## src/rtl/ccd_pkg.sv

```systemverilog
// Shared types and constants of the contact crossing detector.
// Used by the controller, the datapath, the divider and the top level.
package ccd_pkg;

  localparam int HEIGHT_W  = 16;
  localparam int TIME_W    = 32;
  localparam int INTEN_W   = 9;
  localparam int DIV_W     = 24;
  localparam int DIV_CNT_W = 5;
  localparam int PROD_W    = 48;
  localparam int DEN_W     = 52;
  localparam int EVT_CNT_W = 6;
  localparam int MIN_SAMPLES = 3;
  localparam int THR_PROD_W  = 32;
  localparam int THR_SHIFT   = 18;

  localparam logic [EVT_CNT_W-1:0] RESULT_LIMIT = 6'd32;
  localparam logic [INTEN_W-1:0]   INTEN_MIN    = 9'd51;
  localparam logic [INTEN_W-1:0]   INTEN_MAX    = 9'd256;
  localparam logic [INTEN_W-1:0]   INTEN_FIXED  = 9'd128;
  localparam logic [16:0]          THR_RECIP    = 17'd52429;

  localparam logic signed [HEIGHT_W-1:0] HEIGHT_MOST_POS = 16'sh7FFF;
  localparam logic signed [HEIGHT_W-1:0] HEIGHT_MOST_NEG = 16'sh8000;

  typedef enum logic [1:0] {
    PEND_FIXED,
    PEND_FLOOR,
    PEND_QUOT
  } ccd_pend_src_t;

  typedef enum logic [3:0] {
    ST_LOAD,
    ST_CHECK,
    ST_THR_WAIT,
    ST_FETCH,
    ST_EVAL,
    ST_FLUSH,
    ST_MUL,
    ST_DIV_START,
    ST_DIV_WAIT,
    ST_DONE,
    ST_LAST,
    ST_CLEAR
  } ccd_state_t;

  typedef struct packed {
    logic          load;
    logic          clip_clear;
    logic          scan_init;
    logic          div_start;
    logic          thr_latch;
    logic          advance;
    logic          pend_set;
    ccd_pend_src_t pend_src;
    logic          pend_clr;
  } ccd_cmd_t;

  typedef struct packed {
    logic short_trk;
    logic flat;
    logic crossing;
    logic pending;
    logic t_nonpos;
    logic den_big;
    logic div_done;
    logic scan_end;
  } ccd_stat_t;

endpackage

```

## src/rtl/ccd_ctrl.sv

```systemverilog
// Controller state machine: sample loading, threshold, store walk and event
// delivery. Depends on ccd_pkg.
module ccd_ctrl import ccd_pkg::*; (
  input  logic      clk,
  input  logic      rst_n,
  input  logic      in_valid,
  input  logic      in_final,
  output logic      in_ready,
  output logic      out_valid,
  input  logic      out_ready,
  output logic      out_last,
  input  ccd_stat_t stat,
  output ccd_cmd_t  cmd
);

  ccd_state_t state_r;
  ccd_state_t state_nxt;
  ccd_state_t step_nxt;

  assign step_nxt = stat.scan_end ? ST_DONE : ST_FETCH;

  always_ff @(posedge clk) begin
    if (!rst_n) begin
      state_r <= ST_LOAD;
    end else begin
      state_r <= state_nxt;
    end
  end

  always_comb begin
    state_nxt = state_r;
    unique case (state_r)
      ST_LOAD: begin
        if (in_valid && in_final) begin
          state_nxt = ST_CHECK;
        end
      end
      ST_CHECK: begin
        state_nxt = (stat.short_trk || stat.flat) ? ST_CLEAR : ST_THR_WAIT;
      end
      ST_THR_WAIT: begin
        state_nxt = ST_FETCH;
      end
      ST_FETCH: begin
        state_nxt = ST_EVAL;
      end
      ST_EVAL: begin
        if (stat.crossing) begin
          if (stat.pending) begin
            state_nxt = ST_FLUSH;
          end else if (stat.t_nonpos) begin
            state_nxt = step_nxt;
          end else begin
            state_nxt = ST_MUL;
          end
        end else begin
          state_nxt = step_nxt;
        end
      end
      ST_FLUSH: begin
        if (out_ready) begin
          state_nxt = ST_EVAL;
        end
      end
      ST_MUL: begin
        state_nxt = ST_DIV_START;
      end
      ST_DIV_START: begin
        state_nxt = stat.den_big ? step_nxt : ST_DIV_WAIT;
      end
      ST_DIV_WAIT: begin
        if (stat.div_done) begin
          state_nxt = step_nxt;
        end
      end
      ST_DONE: begin
        state_nxt = stat.pending ? ST_LAST : ST_CLEAR;
      end
      ST_LAST: begin
        if (out_ready) begin
          state_nxt = ST_CLEAR;
        end
      end
      ST_CLEAR: begin
        state_nxt = ST_LOAD;
      end
      default: begin
        state_nxt = ST_LOAD;
      end
    endcase
  end

  always_comb begin
    cmd       = '0;
    in_ready  = 1'b0;
    out_valid = 1'b0;
    out_last  = 1'b0;
    unique case (state_r)
      ST_LOAD: begin
        in_ready = 1'b1;
        cmd.load = in_valid;
      end
      ST_CHECK: begin
        cmd.scan_init = 1'b1;
      end
      ST_THR_WAIT: begin
        cmd.thr_latch = 1'b1;
      end
      ST_EVAL: begin
        if (stat.crossing) begin
          if (!stat.pending && stat.t_nonpos) begin
            cmd.pend_set = 1'b1;
            cmd.pend_src = PEND_FIXED;
            cmd.advance  = 1'b1;
          end
        end else begin
          cmd.advance = 1'b1;
        end
      end
      ST_FLUSH: begin
        out_valid    = 1'b1;
        cmd.pend_clr = out_ready;
      end
      ST_DIV_START: begin
        if (stat.den_big) begin
          cmd.pend_set = 1'b1;
          cmd.pend_src = PEND_FLOOR;
          cmd.advance  = 1'b1;
        end else begin
          cmd.div_start = 1'b1;
        end
      end
      ST_DIV_WAIT: begin
        if (stat.div_done) begin
          cmd.pend_set = 1'b1;
          cmd.pend_src = PEND_QUOT;
          cmd.advance  = 1'b1;
        end
      end
      ST_LAST: begin
        out_valid = 1'b1;
        out_last  = 1'b1;
      end
      ST_CLEAR: begin
        cmd.clip_clear = 1'b1;
      end
      default: begin
        cmd = '0;
      end
    endcase
  end

endmodule
```

## config.mk

```make
export PLATFORM = sky130hd
export DESIGN_NAME = ccd_ctrl
export DESIGN_NICKNAME = d
export VERILOG_FILES = /design/src/rtl/ccd_pkg.sv /design/src/rtl/ccd_ctrl.sv
export SDC_FILE = /design/constraint.sdc
export NUM_CORES = 1
export LEC_CHECK = 0
export BUFFER_PORTS_ARGS = -buffer_cell sky130_fd_sc_hd__buf_2
export CORE_UTILIZATION = 35
export DETAILED_ROUTE_END_ITERATION = 7
export GPL_TIMING_DRIVEN = 0
export REMOVE_ABC_BUFFERS = 1
export SYNTH_ARGS = -nofsm -noshare
export SYNTH_HDL_FRONTEND = slang
export SYNTH_SLANG_ARGS = --single-unit
```

## constraint.sdc

```tcl
create_clock -name clk -period 4.1 [get_ports clk]
set_input_delay 0.41 -clock clk [delete_from_list [all_inputs] [get_ports clk]]
set_output_delay 0.41 -clock clk [all_outputs]
set_load 0.01 [all_outputs]
```

==> results.cfg, run 1 <==
[run_status]
status = complete, no violations

[worst_setup_path]
critPathLaunchType = register
crit_path_top_delay_cell = dfxtp_1
critical_path_required_ns = 3.69
worst_path_largest_cell_delay_ns = 0.61
critical_path_class = reg2out
r2r-end = state_r[3]
rr_startpoint = state_r[3]
reg2reg_depth = 5
crit_fanout = 11
arrival_ns = 1.78
crit_path_start = state_r[3]
endpoint_kind = output pin
reg2reg_slack_ns = 2.31
crit_path_cell_trace = inv_2, and4_1, nand2_1, inv_1, or3_1, buf_2

[power]
ir_worst_vdd_mv = 0.351
p_leak_nw = 0.340
p_per_area_nw_per_um2 = 505

[die]
die_y_um = 40.7
fp.coreArea_um2 = 1350
fp.dieW_um = 40.7
io_pins = 26
rows = 13
initial_core_util = 0.387
dieArea_um2 = 1650

[hold_path]
min_from = rst_n
holdPathStages = 3
min_to = state_r[2]
hp-class = in2reg

[grt]
grt_usage = 0.181
grt_pass1_vias = 503
grt_max_degree = 17
grt_antenna_before_repair = 0
grt_pass1_wl_um = 2050
overflow = 0

[sta]
finalCritPeriodShare = 0.535
rsz0062_at_grt = no
hold_violations = 0
max_freq_mhz = 456
fin_tns_setup_ns = 0
setup_viol = 0
max_slew.worst_pin.slew_ns = 0.614
min_period_ns = 2.19
relSlewSlack = 0.590
finClkSkew_ns = 0.000490
drv_slew = 0

[run]
maxCapViolCount = 0

[route]
top_layer = met3
post-route-drc-count = 0
wl_met3_um = 85
vias = 600
drt_iter0_drc = 14
routedLengthMet1_um = 623
viasPerCell = 5.56
wl_per_cell_um = 12.0
detailroute.wirelength.met2_um = 582
antenna_left = 0
wl_um = 1290
dr.pass1.iters = 4

[yosys]
synth_ff_type = dfxtp_1
synth_edf_count = 0
synth_warnings = 0
ys_seq_area_frac = 0.153
yosysUniqueCellTypes = 39
async_reset_ff_frac = 0
synth_area_um2 = 523
synth_seq_cells = 4
post_synth.cell_area_avg_um2 = 7.58
syn_inst = 69

[final_layout]
largest_reg_flops = 4
fin_nets = 108
top_regs = state_r (4)
area_delta_synth_final_pct = 25.6
regMostFlops = state_r
drive_gt1_frac = 0.376
n_antenna_cell = 0
mostFrequentLayoutCell = buf_2
post-route-util = 0.487
final_cell_mix = 25 x buf_2, 6 x nand2_1, 6 x inv_1

[clock_network]
cts.htree.levels = 1
post-cts-setup-buffer-count = 0
cts_buffer_depth = 2
clock_latency_ns = 0.23
cts_resized = 0
cts_tree = done
ctsHoldBuffers = 0
cts-root-buf = clkbuf_4
cts-buffers-inserted = 3
cts.sinks = 4
clkTransAtPathRegs_ns = 0.04

[placement]
dp_hpwl_um = 1020
portBuffers = 25
routabilityCongestion = 0.682
[worst max path at each step]
stage | cells past startpoint | slack, ns | to
2_1_floorplan | 5 | 2.33 | cmd[4]
3_3_place_gp | 6 | 2.15 | cmd[4]
3_5_place_dp | 6 | 2.15 | cmd[4]
4_1_cts | 6 | 1.90 | cmd[4]
5_1_grt | 4 | 1.75 | cmd[4]
6_report | 6 | 1.91 | cmd[4]
[report_power, final]
group | switching (mW) | leakage (nW) | internal (mW)
clock | 0.0148 | 0.0138 | 0.0327
sequential | 0.0488 | 0.0327 | 0.0512
combinational | 0.0945 | 0.294 | 0.0899
[worst max-delay path, delay by kind of cell (launching register included)]
family / cells / cell delay (ns)
buf+inv: 3 / 0.30
simple gates: 3 / 0.65
flops: 1 / 0.61
[area by class of cell]
type,instances,area (µm²)
clock buffers,3,22.5
multi-input cells,53,380
well taps,15,18.8
inverters,8,30.0
fillers,152,693
repair buffers,25,125
flip-flops and latches,4,80.1
[per-stage QoR]
stage / setup slack (ns) / hold slack [ns] / instances / total power [mW] / cell area [µm²]
after floorplan: 2.33 / 0.552 / 65 / 0.222 / 490
after global placement: 2.15 / 0.709 / 105 / 0.285 / 634
after detailed placement: 2.15 / 0.717 / 105 / 0.286 / 634
after CTS: 1.90 / 0.469 / 108 / 0.336 / 657
after global routing: 1.75 / 0.483 / 108 / 0.366 / 657
final: 1.91 / 0.476 / 108 / 0.332 / 657
[cells in the mapped netlist (2+ instances only)]
| library cell | number | area [µm²] |
|---|---|---|
| inv_2 | 2 | 7.51 |
| a21boi_0 | 2 | 15.0 |
| a32o_1 | 2 | 20.0 |
| buf_6 | 2 | 22.5 |
| and2_1 | 2 | 12.5 |
| o21ai_0 | 2 | 10.0 |
| dfxtp_1 | 4 | 80.1 |
| nand3_1 | 4 | 20.0 |
| nand2b_1 | 3 | 18.8 |
| nor4b_2 | 2 | 30.0 |
| nor2_1 | 3 | 11.3 |
| inv_1 | 6 | 22.5 |
| buf_2 | 2 | 10.0 |
| a21oi_1 | 2 | 10.0 |
| and3_1 | 2 | 12.5 |
| nand2_1 | 6 | 22.5 |
[cells by family after synthesis]
kind of cell | synth area share
DFF | 0.153
AOI/OAI and AO/OA | 0.301
buffers and inverters | 0.120
and+or+nand+nor | 0.409
xor gates and xnor gates | 0.0167
[metal layers]
metal,up-vias,global-route usage
met5,-,0
met3,0,0.0163
met4,0,0.0500
met1,271,0.229
met2,18,0.321
li1,311,-
(Power assumes the default switching activity.)
==> run 2, diff against run 1 <==
--- a/config.mk
+++ b/config.mk
@@ -9,6 +9,7 @@
 export CORE_UTILIZATION = 35
 export DETAILED_ROUTE_END_ITERATION = 7
 export GPL_TIMING_DRIVEN = 0
+export PLACE_DENSITY = 0.66
 export REMOVE_ABC_BUFFERS = 1
 export SYNTH_ARGS = -nofsm -noshare
 export SYNTH_HDL_FRONTEND = slang
==> constraint.sdc (replaced) <==
create_clock -name clk -period 2 [get_ports clk]
set_input_delay 0.2 -clock clk [delete_from_list [all_inputs] [get_ports clk]]
set_output_delay 0.2 -clock clk [all_outputs]
set_load 0.01 [all_outputs]
==> results.cfg, run 2 (synthesized netlist as in run 1, its figures left out) <==
[run_status]
status = complete, no violations

[sta]
finalCritPeriodShare = 0.905
max_freq_mhz = 552
rsz0062_at_grt = no
drv_slew = 0
finClkSkew_ns = 0.000733
setup_viol = 0
min_period_ns = 1.81
max_slew.worst_pin.slew_ns = 0.453
relSlewSlack = 0.698
hold_violations = 0
fin_ws_ns = 0.189
fin_tns_setup_ns = 0

[clock_network]
cts_tree = done
cts.sinks = 4
clock_latency_ns = 0.23
post-cts-setup-buffer-count = 0
clkTransAtPathRegs_ns = 0.03
cts-root-buf = clkbuf_4
cts.htree.levels = 1
cts-buffers-inserted = 3
ctsHoldBuffers = 0
cts_buffer_depth = 2

[final_layout]
n_antenna_cell = 0
final_cell_mix = 25 x buf_2, 6 x nand2_1, 6 x inv_1
post-route-util = 0.489
drive_gt1_frac = 0.409
mostFrequentLayoutCell = buf_2
design_area_um2 = 661
largest_reg_flops = 4
area_delta_synth_final_pct = 26.3
fin_nets = 108
top_regs = state_r (4)
regMostFlops = state_r

[route]
post-route-drc-count = 0
viasPerCell = 5.53
wl_um = 1270
vias = 597
drt_iter0_drc = 11
wl_per_cell_um = 11.8
antenna_left = 0
dr.pass1.iters = 4

[die]
fp.coreArea_um2 = 1350
initial_core_util = 0.387
dieArea_um2 = 1650
io_pins = 26
rows = 13
fp.dieW_um = 40.7
die_y_um = 40.7

[grt]
grt_pass1_wl_um = 1940
grt_max_degree = 17
grt_pass1_vias = 483
grt_antenna_before_repair = 0
grt_usage = 0.179
overflow = 0

[power]
p_total_uw = 682
p_seq_frac = 0.306
p_sw_uw = 322
p_int_uw = 360
p_comb_frac = 0.555
p_per_area_nw_per_um2 = 1030
swShare = 0.472
ir_worst_vdd_mv = 0.536
p_leak_nw = 0.342
p_clk_frac = 0.139

[worst_setup_path]
worst_path_largest_cell_delay_ns = 0.47
crit_fanout = 11
critPathLaunchType = register
critical_path_required_ns = 1.80
arrival_ns = 1.61
crit_path_top_delay_cell = dfxtp_2
crit_path_cell_trace = inv_2, and4_1, nand2_1, inv_1, or3_1, buf_2
endpoint_kind = output pin
crit_family = simple AND/OR/NAND/NOR gates
cp.buffers_inverters = 3
critical_path_class = reg2out

[placement]
routabilityCongestion = 0.794
dp_slack_ns = 0.241
dp_hpwl_um = 1000
portBuffers = 25
dpl_cell_area_um2 = 634

[hold_path]
hp-class = in2reg

[run]
maxCapViolCount = 0
run 2: cell count changes in the layout (fill, tap and decap cells not counted):
cell     before  now
dfxtp_1       4    1
dfxtp_2       0    3
run 2: tightest hold or removal path: cells and delay by family:
family          cells  cell delay, ns
buf+inv             1            0.13
simple gates        1            0.08
compound gates      1            0.04
run 2: worst paths after layout:
path | from | slack [ns] | cells past startpoint | end
min reg2reg | state_r[1] | 0.67 | 2 | state_r[2]
min | rst_n | 0.27 | 3 | state_r[2]
max | state_r[3] | 0.19 | 6 | cmd[4]
max reg2reg | state_r[0] | 0.30 | 5 | state_r[3]
run 2: timing repair:
item / CTS / global route
cloned: 0 / 0
resized for setup: 1 / 2
setup endpoints to repair: 1 / 2
run 2: cell type report:
cell class                      count  area (µm²)
Inverter                            8        30.0
Clock buffer                        3        22.5
Tap cell                           15        18.8
Timing Repair Buffer               25         125
Sequential cell                     4        83.8
Fill cell                         138         689
Multi-Input combinational cell     53         380
run 2: metal layers:
| layer | global-route usage | share of wire | vias to the layer above |
|---|---|---|---|
| met1 | 0.208 | 0.45 | 269 |
| met5 | 0 | 0 | - |
| met3 | 0.0326 | 0.057 | 0 |
| met4 | 0.100 | 0 | 0 |
| li1 | - | - | 310 |
| met2 | 0.306 | 0.49 | 18 |
run 2: power by group through the flow:
| stage | logic (mW) | registers [mW] | clock network, mW |
|---|---|---|---|
| 2_1_floorplan | 0.273 | 0.182 | 0 |
| 3_3_place_gp | 0.376 | 0.204 | 0 |
| 3_5_place_dp | 0.383 | 0.207 | 0 |
| 4_1_cts | 0.385 | 0.206 | 0.102 |
| 5_1_grt | 0.435 | 0.215 | 0.103 |
| 6_report | 0.378 | 0.209 | 0.0952 |
run 2: through the flow:
step | instances | hold WS (ns)
after floorplan | 65 | 0.342
after global placement | 105 | 0.498
after detailed placement | 105 | 0.512
after CTS | 108 | 0.267
after global routing | 108 | 0.265
final | 108 | 0.266
==> run 3, diff against run 2 <==
--- a/config.mk
+++ b/config.mk
@@ -5,11 +5,11 @@
 export SDC_FILE = /design/constraint.sdc
 export NUM_CORES = 1
 export LEC_CHECK = 0
-export BUFFER_PORTS_ARGS = -buffer_cell sky130_fd_sc_hd__buf_2
+export ABC_AREA = 1
+export BUFFER_PORTS_ARGS = -buffer_cell sky130_fd_sc_hd__buf_4
 export CORE_UTILIZATION = 35
 export DETAILED_ROUTE_END_ITERATION = 7
-export GPL_TIMING_DRIVEN = 0
-export PLACE_DENSITY = 0.66
+export GPL_TIMING_DRIVEN = 1
 export REMOVE_ABC_BUFFERS = 1
 export SYNTH_ARGS = -nofsm -noshare
 export SYNTH_HDL_FRONTEND = slang
==> results.cfg, run 3 <==
[route]
viasPerCell = 4.62
wl_um = 1460
wl_per_cell_um = 9.38
antenna_left = 0
drt_iter0_drc = 10
dr.pass1.iters = 4
vias = 721
post-route-drc-count = 0

[worst_setup_path]
crit_path_start = state_r[0]
critical_path_class = reg2out
reg2reg_slack_ns = 0.71
crit_fanout = 7
critPathLaunchType = register
endpoint_kind = output pin
arrival_ns = 1.42
critical_path_required_ns = 1.80
rr_startpoint = state_r[0]

[hold_path]
min_from = rst_n
hp-class = in2reg

[yosys]
synth.top_cell.area_share = 0.204
synth_area_um2 = 589
synth_seq_cells = 4
synth_ff_type = dfxtp_1
synth_commonest_cells = 32 x nand2_1, 19 x inv_1, 15 x nor2_1, 8 x nand2_2
synth_area_leaders = nand2_1 20%, dfxtp_1 14%, inv_1 12%, nor2_1 9.6%, nand2_2 8.5%
yosysUniqueCellTypes = 16
yosysMostFrequentCell = nand2_1
syn_inst = 112
async_reset_ff_frac = 0
post_synth.cell_area_avg_um2 = 5.26
synth_warnings = 0
synth_edf_count = 0
ys_seq_area_frac = 0.136
synth_largest_area_cell = nand2_1

[grt]
grt_max_degree = 8
grt_pass1_vias = 664
grt_pass1_wl_um = 2560
overflow = 0
grt_antenna_before_repair = 0
grt_usage = 0.181

[clock_network]
cts_tree = done
cts.htree.levels = 1
cts_buffer_depth = 2
cts.sinks = 4
cts-buffers-inserted = 3
cts-root-buf = clkbuf_4
post-cts-setup-buffer-count = 0
ctsHoldBuffers = 0
cts_resized = 0
clkTransAtPathRegs_ns = 0.04
clock_latency_ns = 0.23

[sta]
relSlewSlack = 0.801
drv_slew = 0
max_freq_mhz = 616
rsz0062_at_grt = no
finClkSkew_ns = 0.00263
min_period_ns = 1.62
fin_ws_ns = 0.376
hold_violations = 0
fin_tns_setup_ns = 0
finalCritPeriodShare = 0.812
max_slew.worst_pin.slew_ns = 0.296
setup_viol = 0

[final_layout]
area_delta_synth_final_pct = 39.1
fillCellCount = 170
largest_reg_flops = 4
post-route-util = 0.532
final_cell_mix = 32 x nand2_1, 25 x buf_4, 19 x inv_1
drive_gt1_frac = 0.379
final_cell_count_no_fill = 156
mostFrequentLayoutCell = nand2_1
fin_nets = 155
n_antenna_cell = 0
regMostFlops = state_r
top_regs = state_r (4)

[die]
fp.dieW_um = 43.0
die_y_um = 43.0
fp.coreArea_um2 = 1540
rows = 14
dieArea_um2 = 1850
io_pins = 26
initial_core_util = 0.382

[placement]
dp_slack_ns = 0.624
dp_hpwl_um = 1290
routabilityCongestion = 0.875
dp_cells = 153
portBuffers = 25

[power]
p_per_area_nw_per_um2 = 905
ir_worst_vdd_mv = 0.470
p_leak_nw = 0.516

[run]
maxCapViolCount = 0

[run_status]
status = complete, no violations
run 3: cell count changes in the layout (fill, tap and decap cells not counted), sizes merged, moves of 2 or more:
cell / delta
and3: -2
nand2b: -3
nand3: +4
nor4: -2
nor4b: -2
nand2: +37
nor2: +17
a32o: -2
and2: -2
a21boi: -3
inv: +18
a21oi: +2
run 3: area by class of cell:
| type | count | area [µm²] | area share |
|---|---|---|---|
| multi-input combinational | 82 | 412 | 0.502 |
| clock buffer | 3 | 22.5 | 0.0275 |
| timing repair buffer | 25 | 188 | 0.229 |
| sequential | 4 | 80.1 | 0.0977 |
| inverter | 26 | 97.6 | 0.119 |
| tap | 16 | 20.0 | 0.0244 |
run 3: path summary, 6_finish.rpt:
path                              endpoint  cells after the start
worst max-delay path                cmd[3]                      7
worst max register to register  state_r[1]                      8
worst min-delay path            state_r[2]                      3
worst min register to register  state_r[3]                      2
run 3: logic make-up (layout without fill, tap and decap cells):
kind of cell / after synthesis / count (layout) / synth area share
AO/OA/AOI/OAI: 9 / 9 / 0.0849
AND/OR/NAND/NOR: 73 / 73 / 0.614
buffers and inverters: 26 / 54 / 0.166
flip-flops: 4 / 4 / 0.136
run 3: through the flow:
stage	cell area, µm²	power [mW]	hold WS (ns)
final	820	0.742	0.206
after global routing	820	0.822	0.242
after CTS	820	0.751	0.201
after detailed placement	797	0.648	0.442
after global placement	797	0.651	0.425
after floorplan	589	0.492	0.327
run 3: worst max-delay path, stage by stage (launching register included):
cell	delay [ns]
dfxtp_1	0.46
nand2_2	0.14
nor2_4	0.14
nand2_1	0.10
o21ai_0	0.08
inv_1	0.07
o21ai_0	0.07
buf_4	0.14
run 3: routing by layer:
layer  track usage  share of wire
met3        0.0298          0.033
met2         0.315           0.53
met4        0.0909              0
met1         0.210           0.44
met5             0              0
run 3: power breakdown:
group          total, mW  internal (mW)  switching, mW
sequential         0.136          0.101         0.0356
combinational      0.508          0.206          0.302
clock             0.0975         0.0669         0.0305
total              0.742          0.374          0.368
